File: src/sv/btnpc_pkg.sv
// Types and constants shared by the button press classifier files.
package btnpc_pkg;

  localparam int unsigned TimeW = 32;
  localparam int unsigned CfgW  = 16;
  localparam int unsigned CfgIdxW = 2;

  typedef logic [TimeW-1:0] time_ms_t;
  typedef logic [CfgW-1:0]  cfg_ms_t;

  typedef enum logic [1:0] {
    EV_NONE   = 2'd0,
    EV_SHORT  = 2'd1,
    EV_LONG   = 2'd2,
    EV_DOUBLE = 2'd3
  } press_event_t;

  localparam logic [CfgIdxW-1:0] CFG_LONG_PRESS = 2'd0;
  localparam logic [CfgIdxW-1:0] CFG_MIN_PRESS  = 2'd1;
  localparam logic [CfgIdxW-1:0] CFG_DOUBLE_GAP = 2'd2;

  localparam cfg_ms_t LONG_PRESS_RST = 16'd700;
  localparam cfg_ms_t MIN_PRESS_RST  = 16'd30;
  localparam cfg_ms_t DOUBLE_GAP_RST = 16'd300;

endpackage

File: src/sv/btnpc_if.sv
// Valid/ready channel interfaces for polls and classified events.
interface btnpc_in_if import btnpc_pkg::*; ();
  logic     valid;
  logic     ready;
  logic     button_level;
  time_ms_t now_ms;

  modport source (output valid, output button_level, output now_ms, input ready);
  modport sink   (input valid, input button_level, input now_ms, output ready);
endinterface

interface btnpc_out_if ();
  logic       valid;
  logic       ready;
  logic [1:0] press_event;

  modport source (output valid, output press_event, input ready);
  modport sink   (input valid, input press_event, output ready);
endinterface

File: src/sv/button_press_classifier.sv
// Top level: classifies polled button samples into short, long and double presses.
//
// Usage:
//   in_ch carries one poll per transaction: button_level (0 pressed) and
//   now_ms, a wrapping millisecond timestamp. out_ch returns exactly one
//   press_event per poll, in order: 0 none, 1 short, 2 long, 3 double.
//   cfg_we/cfg_index/cfg_wdata write long_press_ms (0), min_press_ms (1)
//   and double_gap_ms (2); other indexes are ignored. Write only while idle.
// Result: registered, and valid in the cycle after the input transaction.
// Throughput: one poll per cycle unless out_ch stalls; the classifier state
//   and all compares sit between the input handshake and a single result register.
// Stall: in_ch.ready stays high while the result register is empty or
//   being drained, so a stalled receiver holds one result and the input
//   waits only until out_ch.ready returns.
// Reset: synchronous, active low; thresholds return to 700/30/300 ms,
//   the button reads as released and no click is pending.
module button_press_classifier import btnpc_pkg::*; (
  input  logic                clk,
  input  logic                rst_n,
  btnpc_in_if.sink            in_ch,
  btnpc_out_if.source         out_ch,
  input  logic                cfg_we,
  input  logic [CfgIdxW-1:0]  cfg_index,
  input  logic [CfgW-1:0]     cfg_wdata
);

  cfg_ms_t      long_press_r, min_press_r, double_gap_r;
  logic         last_level_r;
  time_ms_t     press_start_r, pending_r;
  logic         awaiting_r, long_rep_r;
  logic         out_valid_r;
  press_event_t event_r;

  logic         in_fire;
  logic         press_edge, release_edge;
  time_ms_t     start_sel, held, age;
  logic         long_rep_sel, long_fire, counted, pair, short_fire;
  logic         awaiting_nxt, long_rep_nxt;
  time_ms_t     press_start_nxt, pending_nxt;
  press_event_t event_nxt;

  assign in_ch.ready        = !out_valid_r || out_ch.ready;
  assign in_fire            = in_ch.valid && in_ch.ready;
  assign out_ch.valid       = out_valid_r;
  assign out_ch.press_event = event_r;

  always_comb begin
    press_edge   = !in_ch.button_level && last_level_r;
    release_edge = in_ch.button_level && !last_level_r;
    start_sel    = press_edge ? in_ch.now_ms : press_start_r;
    long_rep_sel = press_edge ? 1'b0 : long_rep_r;
    held         = in_ch.now_ms - start_sel;
    age          = in_ch.now_ms - pending_r;

    long_fire    = !in_ch.button_level && !long_rep_sel &&
                   (held >= time_ms_t'(long_press_r));
    long_rep_nxt = long_rep_sel || long_fire;

    counted      = release_edge && !long_rep_sel && (held >= time_ms_t'(min_press_r));
    pair         = counted && awaiting_r && (age < time_ms_t'(double_gap_r));

    awaiting_nxt    = awaiting_r;
    pending_nxt     = pending_r;
    press_start_nxt = start_sel;
    if (pair) begin
      awaiting_nxt = 1'b0;
    end else if (counted) begin
      awaiting_nxt = 1'b1;
      pending_nxt  = in_ch.now_ms;
    end

    // a fresh pending click has age zero and never times out in the same poll
    short_fire = awaiting_nxt && !counted && (age > time_ms_t'(double_gap_r));
    if (short_fire) begin
      awaiting_nxt = 1'b0;
    end

    if (short_fire) begin
      event_nxt = EV_SHORT;
    end else if (pair) begin
      event_nxt = EV_DOUBLE;
    end else if (long_fire) begin
      event_nxt = EV_LONG;
    end else begin
      event_nxt = EV_NONE;
    end
  end

  always_ff @(posedge clk) begin
    if (!rst_n) begin
      long_press_r <= LONG_PRESS_RST;
      min_press_r  <= MIN_PRESS_RST;
      double_gap_r <= DOUBLE_GAP_RST;
    end else if (cfg_we) begin
      unique case (cfg_index)
        CFG_LONG_PRESS: long_press_r <= cfg_wdata;
        CFG_MIN_PRESS:  min_press_r  <= cfg_wdata;
        CFG_DOUBLE_GAP: double_gap_r <= cfg_wdata;
        default: ;
      endcase
    end
  end

  always_ff @(posedge clk) begin
    if (!rst_n) begin
      last_level_r  <= 1'b1;
      press_start_r <= '0;
      pending_r     <= '0;
      awaiting_r    <= 1'b0;
      long_rep_r    <= 1'b0;
      out_valid_r   <= 1'b0;
    end else begin
      if (in_fire) begin
        last_level_r  <= in_ch.button_level;
        press_start_r <= press_start_nxt;
        pending_r     <= pending_nxt;
        awaiting_r    <= awaiting_nxt;
        long_rep_r    <= long_rep_nxt;
        out_valid_r   <= 1'b1;
      end else if (out_ch.ready) begin
        out_valid_r <= 1'b0;
      end
    end
  end

  always_ff @(posedge clk) begin
    if (in_fire) begin
      event_r <= event_nxt;
    end
  end

  a_double_clears: assert property (@(posedge clk) disable iff (!rst_n)
    in_fire && event_nxt == EV_DOUBLE |=> !awaiting_r)
    else $error("double press left a click pending");

  a_short_clears: assert property (@(posedge clk) disable iff (!rst_n)
    in_fire && event_nxt == EV_SHORT |=> !awaiting_r)
    else $error("short press left a click pending");

  a_long_once: assert property (@(posedge clk) disable iff (!rst_n)
    in_fire && event_nxt == EV_LONG |=> long_rep_r && !last_level_r)
    else $error("long press not marked as reported");

  a_valid_source: assert property (@(posedge clk) disable iff (!rst_n)
    $rose(out_valid_r) |-> $past(in_fire))
    else $error("result appeared without an input transaction");

  a_long_needs_press: assert property (@(posedge clk) disable iff (!rst_n)
    in_fire && in_ch.button_level |-> event_nxt != EV_LONG)
    else $error("long press reported while released");

endmodule

File: src/flat_wrapper.sv
// flat-port wrapper written by rule: the top's interface ports become plain ports
module button_press_classifier_flat import btnpc_pkg::*;
  (clk, rst_n, cfg_we, cfg_index, cfg_wdata, in_ch_valid, in_ch_button_level, in_ch_now_ms, in_ch_ready, out_ch_valid, out_ch_press_event, out_ch_ready);
  btnpc_in_if in_ch_i ();
  btnpc_out_if out_ch_i ();
  input  logic clk;
  input  logic rst_n;
  input  logic cfg_we;
  input  logic [CfgIdxW-1:0] cfg_index;
  input  logic [CfgW-1:0] cfg_wdata;
  input wire logic [$bits(in_ch_i.valid)-1:0] in_ch_valid;
  input wire logic [$bits(in_ch_i.button_level)-1:0] in_ch_button_level;
  input wire logic [$bits(in_ch_i.now_ms)-1:0] in_ch_now_ms;
  output wire logic [$bits(in_ch_i.ready)-1:0] in_ch_ready;
  output wire logic [$bits(out_ch_i.valid)-1:0] out_ch_valid;
  output wire logic [$bits(out_ch_i.press_event)-1:0] out_ch_press_event;
  input wire logic [$bits(out_ch_i.ready)-1:0] out_ch_ready;
  assign in_ch_i.valid = in_ch_valid;
  assign in_ch_i.button_level = in_ch_button_level;
  assign in_ch_i.now_ms = in_ch_now_ms;
  assign in_ch_ready = in_ch_i.ready;
  assign out_ch_valid = out_ch_i.valid;
  assign out_ch_press_event = out_ch_i.press_event;
  assign out_ch_i.ready = out_ch_ready;
  button_press_classifier u_core (.clk(clk), .rst_n(rst_n), .in_ch(in_ch_i), .out_ch(out_ch_i), .cfg_we(cfg_we), .cfg_index(cfg_index), .cfg_wdata(cfg_wdata));
endmodule
File: config.mk
export PLATFORM = sky130hd
export DESIGN_NAME = button_press_classifier_flat
export DESIGN_NICKNAME = d
export VERILOG_FILES = /design/src/sv/btnpc_pkg.sv /design/src/sv/btnpc_if.sv /design/src/sv/button_press_classifier.sv /design/src/flat_wrapper.sv
export SDC_FILE = /design/constraint.sdc
export NUM_CORES = 1
export LEC_CHECK = 0
export BUFFER_PORTS_ARGS = -buffer_cell sky130_fd_sc_hd__buf_4
export CAP_MARGIN = 25
export CORE_ASPECT_RATIO = 0.5
export CORE_MARGIN = 2
export CORE_UTILIZATION = 40
export CTS_CLUSTER_DIAMETER = 40
export DETAILED_ROUTE_END_ITERATION = 12
export SYNTH_ARGS = -nofsm -noshare
export SYNTH_HDL_FRONTEND = slang
export SYNTH_SLANG_ARGS = --single-unit
File: constraint.sdc
create_clock -name clk -period 6 [get_ports clk]
set_clock_uncertainty 0.2 [all_clocks]
set_input_delay 1.2 -clock clk [delete_from_list [all_inputs] [get_ports clk]]
set_output_delay 1.2 -clock clk [all_outputs]
set_load 0.05 [all_outputs]
==> impl_metrics.py, run 1 <==
metrics = {
    "synthesis": {
        "synth-edff-count": 2,
        "ys_ff_latch": 118,
        "synth_cells": 1402,
        "synth_seq_area_share_pct": 22.6,
        "yosysUniqueCellTypes": 99,
        "syn-mean-instance-area_um2": 7.51,
        "synth_warnings": 0,
        "synth-async-reset-ratio_pct": 0,
        "synth_fp_nets": 1559,
        "ys.flop_type": "dfxtp_1",
        "synth_area_um2": 10500,
    },
    "clock_network": {
        "cts_num_sinks": 118,
        "cts_buffers": 17,
        "cts_tree": "yes",
        "cts.clk_slew.worst_paths_ps": 60,
        "cts_root_buf": "clkbuf_16",
        "holdBufCountCts": 0,
        "clk_latency_ps": 440,
        "postCtsSetupBuffers": 0,
        "cts_max_level": 4,
        "cts-resized-gates": 0,
        "clk_path_buf_depth": 2,
    },
    "power_and_ir_drop": {
        "ir_drop_uv": 221,
        "power-per-cell-area_nw_per_um2": 233,
        "power.leakage_nw": 4.75,
        "power_w": 0.00279,
    },
    "global_routing": {
        "grt_pass1_vias": 9520,
        "grt_overflow_total": 0,
        "grt_max_degree": 82,
        "antenna_found_initial": 0,
        "grt_usage_pct": 24.3,
        "grt_first_pass_wirelength_um": 52800,
    },
    "place": {
        "port-buffer-count": 59,
        "gp_congestion": 0.974,
        "place_ws_ps": -57.8,
        "dp_hpwl_um": 26700,
        "place_area_um2": 11400,
    },
    "floorplanning": {
        "die_width_um": 233,
        "std_cell_rows": 41,
        "fp.dieArea_um2": 27700,
        "ioPinCount": 60,
        "core_area_um2": 25500,
        "die_y_um": 119,
        "start_util_pct": 41.2,
    },
    "routing": {
        "routed_wl_um": 33400,
        "post_drt_via_cell_ratio": 5.70,
        "wire_per_inst_um": 18.4,
        "vias": 10400,
        "route.detailed.drc": 0,
        "drt_first_pass_iters": 5,
        "drt_iter0_drc": 794,
        "ant_nets": 0,
    },
    "sta": {
        "layout_min_cycle_time_ps": 5640,
        "maxSlewViolCount": 0,
        "rsz0062_at_grt": "no",
        "max-slew-margin-rel_pct": 33.1,
        "min_period_over_period_pct": 94.0,
        "final-setup-viol-count": 0,
        "finalHoldViolations": 0,
        "holdWs_ps": 255,
        "fmax_mhz": 177,
        "finalWorstSetupSlack_ps": 362,
        "worst_pin_slew_ps": 978,
    },
    "final_layout": {
        "fin_util_pct": 47.0,
        "final_cell_mix": "276 x nand2_1, 138 x a21oi_1, 116 x dfxtp_1",
        "diodes": 0,
        "final_common_cell": "nand2_1",
        "layout.nets": 1617,
        "fin_area_um2": 12000,
        "fillers": 2538,
        "drive_gt1_share_pct": 12.5,
        "area_growth_pct": 14.1,
    },
    "outcome": {
        "status": "finished, final reports clean",
    },
    "critical_path": {
        "crit_buf_inv": 3,
        "critPathMaxStageDelay_ps": 530,
        "reg2reg_depth": 21,
        "crit_required_ps": 6160,
        "crit_chain": "buf_4 > or2b_2 > o21ai_1 > ha_2 > inv_1 > ha_2 > or3b_2 > o41a_1 > o211ai_1 > and2_4 > o21ai_1 > a21o_1 > a21oi_2 > xnor2_1 > ha_1 > nand4_1 > or4_1 > o21ai_1 > nand4b_1 > and3_2 > buf_12 > mux2i_1",
        "end_kind": "flop",
        "crit_top_cell": "o21ai_1",
        "cp-start-kind": "primary input",
        "rr_endpoint": "u_core.pending_r[24]$_SDFFE_PN0P_",
        "cp-startpoint": "in_ch_button_level",
        "crit_fanout": 27,
        "critPathTopFamily": "simple AND/OR/NAND/NOR gates",
        "worstSetupPathType": "in -> reg",
        "cpMaxStageDelayCell": "or4_1",
        "rrSetupSlack_ps": 730,
        "critical_path.reg2reg.startpoint": "u_core.last_level_r$_SDFFE_PN1P_",
        "crit_arrival_ps": 5800,
    },
    "min_path": {
        "hp-class": "reg -> reg",
        "hold_depth": 2,
        "hp-start": "u_core.pending_r[11]$_SDFFE_PN0P_",
        "hold_path_end": "u_core.pending_r[11]$_SDFFE_PN0P_",
    },
    "flow_run": {
        "cap_violations": 0,
    },
}
## cell type report
type | count | area (um^2) | share of cell area (%)
Multi-Input combinational cell | 1115 | 7400 | 61.6
Sequential cell | 118 | 2380 | 19.8
Timing Repair Buffer | 107 | 828 | 6.90
Clock buffer | 19 | 443 | 3.69
Tap cell | 344 | 430 | 3.58
Inverter | 101 | 379 | 3.16
Clock inverter | 13 | 146 | 1.22
## worst max-delay path by stage
stage	end	slack (ps)	depth (start not counted)
2_1_floorplan	u_core.pending_r[10]$_SDFFE_PN0P_	8	25
3_3_place_gp	u_core.pending_r[29]$_SDFFE_PN0P_	180	22
3_5_place_dp	u_core.pending_r[24]$_SDFFE_PN0P_	-60	22
4_1_cts	u_core.pending_r[24]$_SDFFE_PN0P_	400	22
5_1_grt	u_core.pending_r[26]$_SDFFE_PN0P_	130	22
6_report	u_core.pending_r[24]$_SDFFE_PN0P_	360	22
## sequential cells by signal, summed over array words and instances, names as in the netlist
| name | cells |
|---|---|
| u_core.double_gap_r | 16 |
| u_core.out_ch.press_event | 2 |
| u_core.out_ch.valid | 1 |
| u_core.awaiting_r | 1 |
| u_core.long_press_r | 16 |
| u_core.min_press_r | 16 |
| u_core.long_rep_r | 1 |
| u_core.press_start_r | 32 |
| u_core.pending_r | 32 |
| u_core.last_level_r | 1 |
## cell families after synthesis
family / count (synthesis) / synth area share (%)
compound gates: 386 / 24.5
fa+ha+maj: 103 / 12.3
simple gates: 527 / 24.3
flops: 118 / 22.6
xor+xnor: 43 / 3.65
buf+inv: 169 / 7.20
mux: 56 / 5.37
## cells in the mapped netlist, types with 6 or more instances
| cell | n | area, um^2 |
|---|---|---|
| o31a_1 | 7 | 61.3 |
| o21bai_1 | 6 | 45.0 |
| nor2_1 | 60 | 225 |
| nand2_1 | 276 | 1040 |
| nand3b_1 | 6 | 45.0 |
| xnor2_1 | 23 | 201 |
| o31ai_1 | 7 | 52.6 |
| nor3b_1 | 11 | 82.6 |
| a2111oi_0 | 10 | 87.6 |
| nand2b_1 | 19 | 119 |
| a211oi_1 | 12 | 90.1 |
| dlygate4sd3_1 | 6 | 60.1 |
| nor2b_1 | 18 | 113 |
| o21ai_1 | 12 | 60.1 |
| and2_1 | 10 | 62.6 |
| nand4_1 | 23 | 144 |
| o21ai_0 | 42 | 210 |
| a22oi_1 | 6 | 45.0 |
| dfxtp_1 | 116 | 2320 |
| nand3_1 | 22 | 110 |
| nor3_1 | 19 | 95.1 |
| a21oi_1 | 139 | 696 |
| a31oi_1 | 8 | 50.1 |
| xor2_1 | 19 | 166 |
| and3_1 | 11 | 68.8 |
| clkbuf_1 | 45 | 169 |
| a211o_1 | 6 | 52.6 |
| o22ai_1 | 6 | 37.5 |
| a21o_1 | 29 | 218 |
| o211ai_1 | 25 | 188 |
| mux2i_1 | 55 | 551 |
| inv_1 | 99 | 372 |
| or3_1 | 8 | 50.1 |
| ha_1 | 100 | 1250 |
| o21a_1 | 11 | 82.6 |
| nor4_1 | 6 | 37.5 |
## metrics by stage
stage	std cells	TNS, ps
2_1_floorplan	1402	0
3_3_place_gp	1785	0
3_5_place_dp	1785	-629
4_1_cts	1817	0
5_1_grt	1817	0
6_report	1817	0
## worst min-delay path, cell delays in order, from the launching register on
cell and delay (ps):
dfxtp_1 310, nand2_1 50, mux2i_1 50
## layer usage
metal	vias up	share of wire, %	track usage (%)
met5	-	0	0
met4	0	1.0	5.10
met3	24	5.7	5.00
met2	275	42	35.7
met1	4929	51	36.2
li1	5133	-	-
## report_power, final
part           total (W)  leakage [nW]  switching [W]  internal, W
clock network    0.00103         0.281       0.000407     0.000626
registers       0.000830         0.963      0.0000166     0.000814
logic           0.000930          3.50       0.000556     0.000374
total            0.00279          4.75       0.000980      0.00181
No activity file was read; power rests on OpenSTA's default activity.
==> inputs of run 2 (changes only) <==
--- a/config.mk
+++ b/config.mk
@@ -5,13 +5,13 @@
 export SDC_FILE = /design/constraint.sdc
 export NUM_CORES = 1
 export LEC_CHECK = 0
-export BUFFER_PORTS_ARGS = -buffer_cell sky130_fd_sc_hd__buf_4
 export CAP_MARGIN = 25
 export CORE_ASPECT_RATIO = 0.5
 export CORE_MARGIN = 2
 export CORE_UTILIZATION = 40
 export CTS_CLUSTER_DIAMETER = 40
 export DETAILED_ROUTE_END_ITERATION = 12
+export DONT_BUFFER_PORTS = 1
 export SYNTH_ARGS = -nofsm -noshare
 export SYNTH_HDL_FRONTEND = slang
 export SYNTH_SLANG_ARGS = --single-unit
==> impl_metrics.py, run 2 (same netlist as run 1, synthesis figures left out) <==
metrics = {
    "final_layout": {
        "seqCellArea_um2": 2380,
        "diodes": 0,
        "fillers": 2601,
        "final_cell_mix": "276 x nand2_1, 138 x a21oi_1, 116 x dfxtp_1",
        "multi_input_area_um2": 7400,
        "reg.largest.list": "u_core.pending_r: 32 flops, u_core.press_start_r: 32 flops",
        "drive_gt1_share_pct": 6.94,
        "final_common_cell": "nand2_1",
        "layout.nets": 1529,
        "area_growth_pct": 7.37,
    },
    "critical_path": {
        "crit_top_cell": "o21ai_1",
        "worstSetupPathType": "in -> reg",
        "crit_arrival_ps": 5790,
        "crit_required_ps": 6150,
        "end_kind": "flop",
        "rrSetupSlack_ps": 680,
        "cp-start-kind": "primary input",
        "crit_fanout": 32,
        "critical_path.reg2reg.startpoint": "u_core.last_level_r$_SDFFE_PN1P_",
        "crit_chain": "or2b_2 > o21ai_1 > ha_2 > inv_1 > ha_2 > or3b_2 > o41a_1 > o211ai_1 > and2_4 > o21ai_1 > a21o_1 > a21oi_2 > xnor2_1 > ha_1 > nand4_1 > or4_1 > o21ai_1 > nand4b_1 > and3_2 > buf_12 > mux2i_1",
        "critPathMaxStageDelay_ps": 560,
        "cpMaxStageDelayCell": "or4_1",
        "cp-startpoint": "in_ch_button_level",
        "endpoint": "u_core.pending_r[19]$_SDFFE_PN0P_",
        "rr_endpoint": "u_core.pending_r[19]$_SDFFE_PN0P_",
        "reg2reg_depth": 21,
    },
    "floorplanning": {
        "core_area_um2": 25500,
        "die_width_um": 233,
        "fp.dieArea_um2": 27700,
        "std_cell_rows": 41,
        "start_util_pct": 41.2,
        "ioPinCount": 60,
        "die_y_um": 119,
    },
    "global_routing": {
        "grt_max_degree": 82,
        "grt_usage_pct": 23.5,
        "grt_overflow_total": 0,
        "grt_pass1_vias": 9403,
        "grt_first_pass_wirelength_um": 51200,
        "antenna_found_initial": 0,
    },
    "routing": {
        "routed_wl_um": 32500,
        "ant_nets": 0,
        "drt_iter0_drc": 841,
        "wire_per_inst_um": 18.8,
        "vias": 10100,
        "route.detailed.drc": 0,
        "post_drt_via_cell_ratio": 5.85,
        "drt_first_pass_iters": 5,
    },
    "clock_network": {
        "clk_latency_ps": 430,
        "cts.clk_slew.worst_paths_ps": 50,
        "cts_buffers": 17,
        "cts_tree": "yes",
        "cts_num_sinks": 118,
        "cts_max_level": 4,
        "cts-resized-gates": 0,
        "holdBufCountCts": 0,
        "clk_path_buf_depth": 2,
        "postCtsSetupBuffers": 0,
        "cts_root_buf": "clkbuf_16",
    },
    "power_and_ir_drop": {
        "power.leakage_nw": 4.30,
        "power_w": 0.00261,
        "ir_drop_uv": 209,
        "power-per-cell-area_nw_per_um2": 231,
    },
    "place": {
        "gp_congestion": 0.972,
        "port-buffer-count": 0,
        "place_ws_ps": 4.19,
        "dp_hpwl_um": 25500,
    },
    "sta": {
        "final-setup-viol-count": 0,
        "worst_pin_slew_ps": 954,
        "holdWs_ps": 252,
        "maxSlewViolCount": 0,
        "tns_ps": 0,
        "min_period_over_period_pct": 93.9,
        "layout_min_cycle_time_ps": 5630,
        "fmax_mhz": 177,
        "finalWorstSetupSlack_ps": 365,
        "max-slew-margin-rel_pct": 34.7,
        "rsz0062_at_grt": "no",
        "finalHoldViolations": 0,
    },
    "outcome": {
        "status": "finished, final reports clean",
    },
    "flow_run": {
        "cap_violations": 0,
    },
    "min_path": {
        "hp-class": "reg -> reg",
    },
}
==> run 2: critical path, delay by kind of cell <==
kind,cells,cell delay (ps)
compound gates,7,1150
xor+xnor,1,130
fa+ha+maj,3,750
buf+inv,2,330
mux,1,220
simple gates,7,1970
==> run 2: layer usage <==
layer	vias up	part of all wire [%]	track usage (%)
met5	-	0	0
li1	4955	-	-
met4	0	2.1	6.53
met3	37	8.7	7.46
met1	4780	47	32.2
met2	342	42	35.1
==> run 2: where the power goes <==
| part | switching, W | internal [W] |
|---|---|---|
| Clock | 0.000405 | 0.000551 |
| Sequential | 0.0000203 | 0.000814 |
| Combinational | 0.000502 | 0.000323 |
| Total | 0.000927 | 0.00169 |
==> run 2: worst min path at each step <==
stage / depth (start not counted) / end / from
finish: 2 / u_core.press_start_r[21]$_SDFFE_PN0P_ / u_core.press_start_r[21]$_SDFFE_PN0P_
global route: 2 / u_core.min_press_r[11]$_SDFFE_PN0P_ / u_core.min_press_r[11]$_SDFFE_PN0P_
CTS: 2 / u_core.press_start_r[21]$_SDFFE_PN0P_ / u_core.press_start_r[21]$_SDFFE_PN0P_
detailed placement: 2 / u_core.long_press_r[1]$_SDFFE_PN0P_ / u_core.long_press_r[1]$_SDFFE_PN0P_
global placement: 2 / u_core.press_start_r[21]$_SDFFE_PN0P_ / u_core.press_start_r[21]$_SDFFE_PN0P_
floorplan: 2 / u_core.pending_r[10]$_SDFFE_PN0P_ / u_core.pending_r[10]$_SDFFE_PN0P_
==> run 2: cell type report <==
cell class                      instances  share of cell area (%)
Clock buffer                           18                    3.99
Clock inverter                         13                   0.875
Inverter                              101                    3.36
Multi-Input combinational cell       1115                    65.5
Sequential cell                       118                    21.1
Tap cell                              344                    3.81
Timing Repair Buffer                   19                    1.37
==> run 2: metrics by stage <==
stage / instance area, um^2 / cells / utilization [%]
finish: 11300 / 1728 / 44.2
global placement: 10800 / 1697 / 42.1
detailed placement: 10800 / 1697 / 42.1
global route: 11300 / 1728 / 44.2
floorplan: 10500 / 1402 / -
CTS: 11300 / 1728 / 44.2
==> inputs of run 3 (changes only) <==
--- a/config.mk
+++ b/config.mk
@@ -6,12 +6,15 @@
 export NUM_CORES = 1
 export LEC_CHECK = 0
 export CAP_MARGIN = 25
+export CELL_PAD_IN_SITES_DETAIL_PLACEMENT = 0
+export CELL_PAD_IN_SITES_GLOBAL_PLACEMENT = 2
 export CORE_ASPECT_RATIO = 0.5
 export CORE_MARGIN = 2
-export CORE_UTILIZATION = 40
+export CORE_UTILIZATION = 35
 export CTS_CLUSTER_DIAMETER = 40
 export DETAILED_ROUTE_END_ITERATION = 12
 export DONT_BUFFER_PORTS = 1
+export PLACE_DENSITY_LB_ADDON = 0.1
 export SYNTH_ARGS = -nofsm -noshare
 export SYNTH_HDL_FRONTEND = slang
 export SYNTH_SLANG_ARGS = --single-unit
==> impl_metrics.py, run 3 (same netlist as run 1, synthesis figures left out) <==
metrics = {
    "power_and_ir_drop": {
        "power-per-cell-area_nw_per_um2": 239,
        "power.leakage_nw": 4.44,
        "swShare_pct": 35.6,
        "internal_power_w": 0.00179,
        "p_seq_share_pct": 30.1,
        "p_sw_w": 0.000986,
        "ir_drop_uv": 201,
        "comb_power_share_pct": 31.3,
        "clock_power_share_pct": 38.7,
    },
    "floorplanning": {
        "std_cell_rows": 44,
        "core_area_um2": 29300,
        "start_util_pct": 35.9,
        "fp.dieArea_um2": 31600,
        "die_y_um": 127,
        "ioPinCount": 60,
        "die_width_um": 249,
    },
    "sta": {
        "fmax_mhz": 178,
        "min_period_over_period_pct": 93.8,
        "rsz0062_at_grt": "no",
        "final-setup-viol-count": 0,
        "holdWs_ps": 254,
        "tns_ps": 0,
        "layout_min_cycle_time_ps": 5630,
        "maxSlewViolCount": 0,
        "max-slew-margin-rel_pct": 46.7,
        "worst_pin_slew_ps": 779,
        "finalHoldViolations": 0,
    },
    "critical_path": {
        "worstSetupPathType": "in -> reg",
        "end_kind": "flop",
        "rrSetupSlack_ps": 620,
        "crit_top_cell": "o21ai_1",
        "crit_arrival_ps": 5790,
        "crit_chain": "or2b_2 > o21ai_1 > ha_2 > inv_1 > ha_2 > or3b_2 > o41a_1 > o211ai_1 > and2_4 > o21ai_1 > a21o_1 > a21oi_2 > xnor2_1 > ha_1 > nand4_1 > or4_1 > o21ai_1 > nand4b_1 > and3_2 > buf_4 > mux2i_1",
        "rr_endpoint": "u_core.pending_r[30]$_SDFFE_PN0P_",
        "cp-start-kind": "primary input",
        "critical_path.reg2reg.startpoint": "u_core.last_level_r$_SDFFE_PN1P_",
        "crit_fanout": 12,
        "cpMaxStageDelayCell": "or4_1",
        "reg2reg_depth": 21,
        "crit_required_ps": 6160,
        "critPathMaxStageDelay_ps": 550,
        "cp-startpoint": "in_ch_button_level",
    },
    "clock_network": {
        "cts_buffers": 17,
        "cts_tree": "yes",
        "clk_latency_ps": 440,
        "postCtsSetupBuffers": 0,
        "cts_num_sinks": 118,
        "clk_path_buf_depth": 2,
        "cts.clk_slew.worst_paths_ps": 60,
        "cts_root_buf": "clkbuf_16",
        "cts_max_level": 4,
    },
    "final_layout": {
        "final_common_cell": "nand2_1",
        "layout.nets": 1551,
        "fin_util_pct": 39.6,
        "drive_gt1_share_pct": 8.46,
        "final_cell_mix": "276 x nand2_1, 138 x a21oi_1, 116 x dfxtp_1",
        "diodes": 0,
        "reg.largest.list": "u_core.pending_r: 32 flops, u_core.press_start_r: 32 flops",
        "fin_area_um2": 11600,
        "area_growth_pct": 10.1,
    },
    "min_path": {
        "hold_path_end": "u_core.press_start_r[23]$_SDFFE_PN0P_",
        "hp-start": "u_core.press_start_r[23]$_SDFFE_PN0P_",
        "hp-class": "reg -> reg",
        "hold_depth": 2,
    },
    "global_routing": {
        "antenna_found_initial": 0,
        "grt_overflow_total": 0,
        "grt_pass1_vias": 9374,
        "grt_first_pass_wirelength_um": 55700,
        "grt_max_degree": 82,
        "grt_usage_pct": 22.8,
    },
    "flow_run": {
        "cap_violations": 0,
    },
    "routing": {
        "vias": 9926,
        "route.detailed.drc": 0,
        "post_drt_via_cell_ratio": 5.52,
        "drt_first_pass_iters": 5,
        "routed_wl_um": 36000,
        "wire_per_inst_um": 20.0,
        "ant_nets": 0,
        "drt_iter0_drc": 741,
    },
    "place": {
        "port-buffer-count": 0,
        "gp_congestion": 0.909,
        "dp_hpwl_um": 28700,
        "place_area_um2": 11000,
    },
    "outcome": {
        "status": "finished, final reports clean",
    },
}
## run 3: final cells by class
| class | count | area, um^2 |
|---|---|---|
| Multi-Input combinational cell | 1115 | 7400 |
| Clock buffer | 17 | 425 |
| Fill cell | 3083 | 17700 |
| Clock inverter | 15 | 181 |
| Tap cell | 391 | 489 |
| Timing Repair Buffer | 41 | 324 |
| Inverter | 101 | 379 |
| Sequential cell | 118 | 2380 |
## run 3: through the flow
| stage | instances | power, W | setup WS (ps) |
|---|---|---|---|
| finish | 1798 | 0.00277 | 371 |
| global route | 1798 | 0.00294 | 34.9 |
| floorplan | 1402 | 0.00146 | 7.75 |
| CTS | 1798 | 0.00279 | 371 |
| global placement | 1766 | 0.00170 | 81.7 |
| detailed placement | 1766 | 0.00170 | -75.9 |
## run 3: what timing repair did
action                     4_1_cts  5_1_grt
hold buffers                     0        0
setup endpoints to repair        0       20
resized for setup                0        1
## run 3: how the worst max path moves through the flow
| stage | end | slack (ps) |
|---|---|---|
| floorplan | u_core.pending_r[10]$_SDFFE_PN0P_ | 8 |
| global placement | u_core.pending_r[0]$_SDFFE_PN0P_ | 80 |
| detailed placement | u_core.pending_r[1]$_SDFFE_PN0P_ | -80 |
| CTS | u_core.pending_r[13]$_SDFFE_PN0P_ | 370 |
| global route | u_core.pending_r[10]$_SDFFE_PN0P_ | 30 |
| finish | u_core.pending_r[30]$_SDFFE_PN0P_ | 370 |
## run 3: layer usage
metal / wire [um] / global-route usage [%] / part of all wire (%)
met5: 0 / 0 / 0
met4: 274 / 4.08 / 0.76
met3: 2200 / 6.38 / 6.1
met2: 14900 / 34.3 / 41
met1: 18600 / 32.7 / 52
## run 3: power by group through the flow
stage	Sequential, W	Combinational [W]	Clock, W
2_1_floorplan	0.000846	0.000616	0
3_3_place_gp	0.000850	0.000847	0
3_5_place_dp	0.000851	0.000852	0
4_1_cts	0.000834	0.000857	0.00110
5_1_grt	0.000837	0.000961	0.00114
6_report	0.000834	0.000867	0.00107
## run 3: critical path: cells and delay by family
kind | cells | cell delay, ps
XOR/XNOR | 1 | 110
AND/OR/NAND/NOR | 7 | 2000
AO/OA/AOI/OAI | 7 | 1200
buffers and inverters | 2 | 320
adder cells (fa/ha/maj) | 3 | 710
multiplexers | 1 | 220
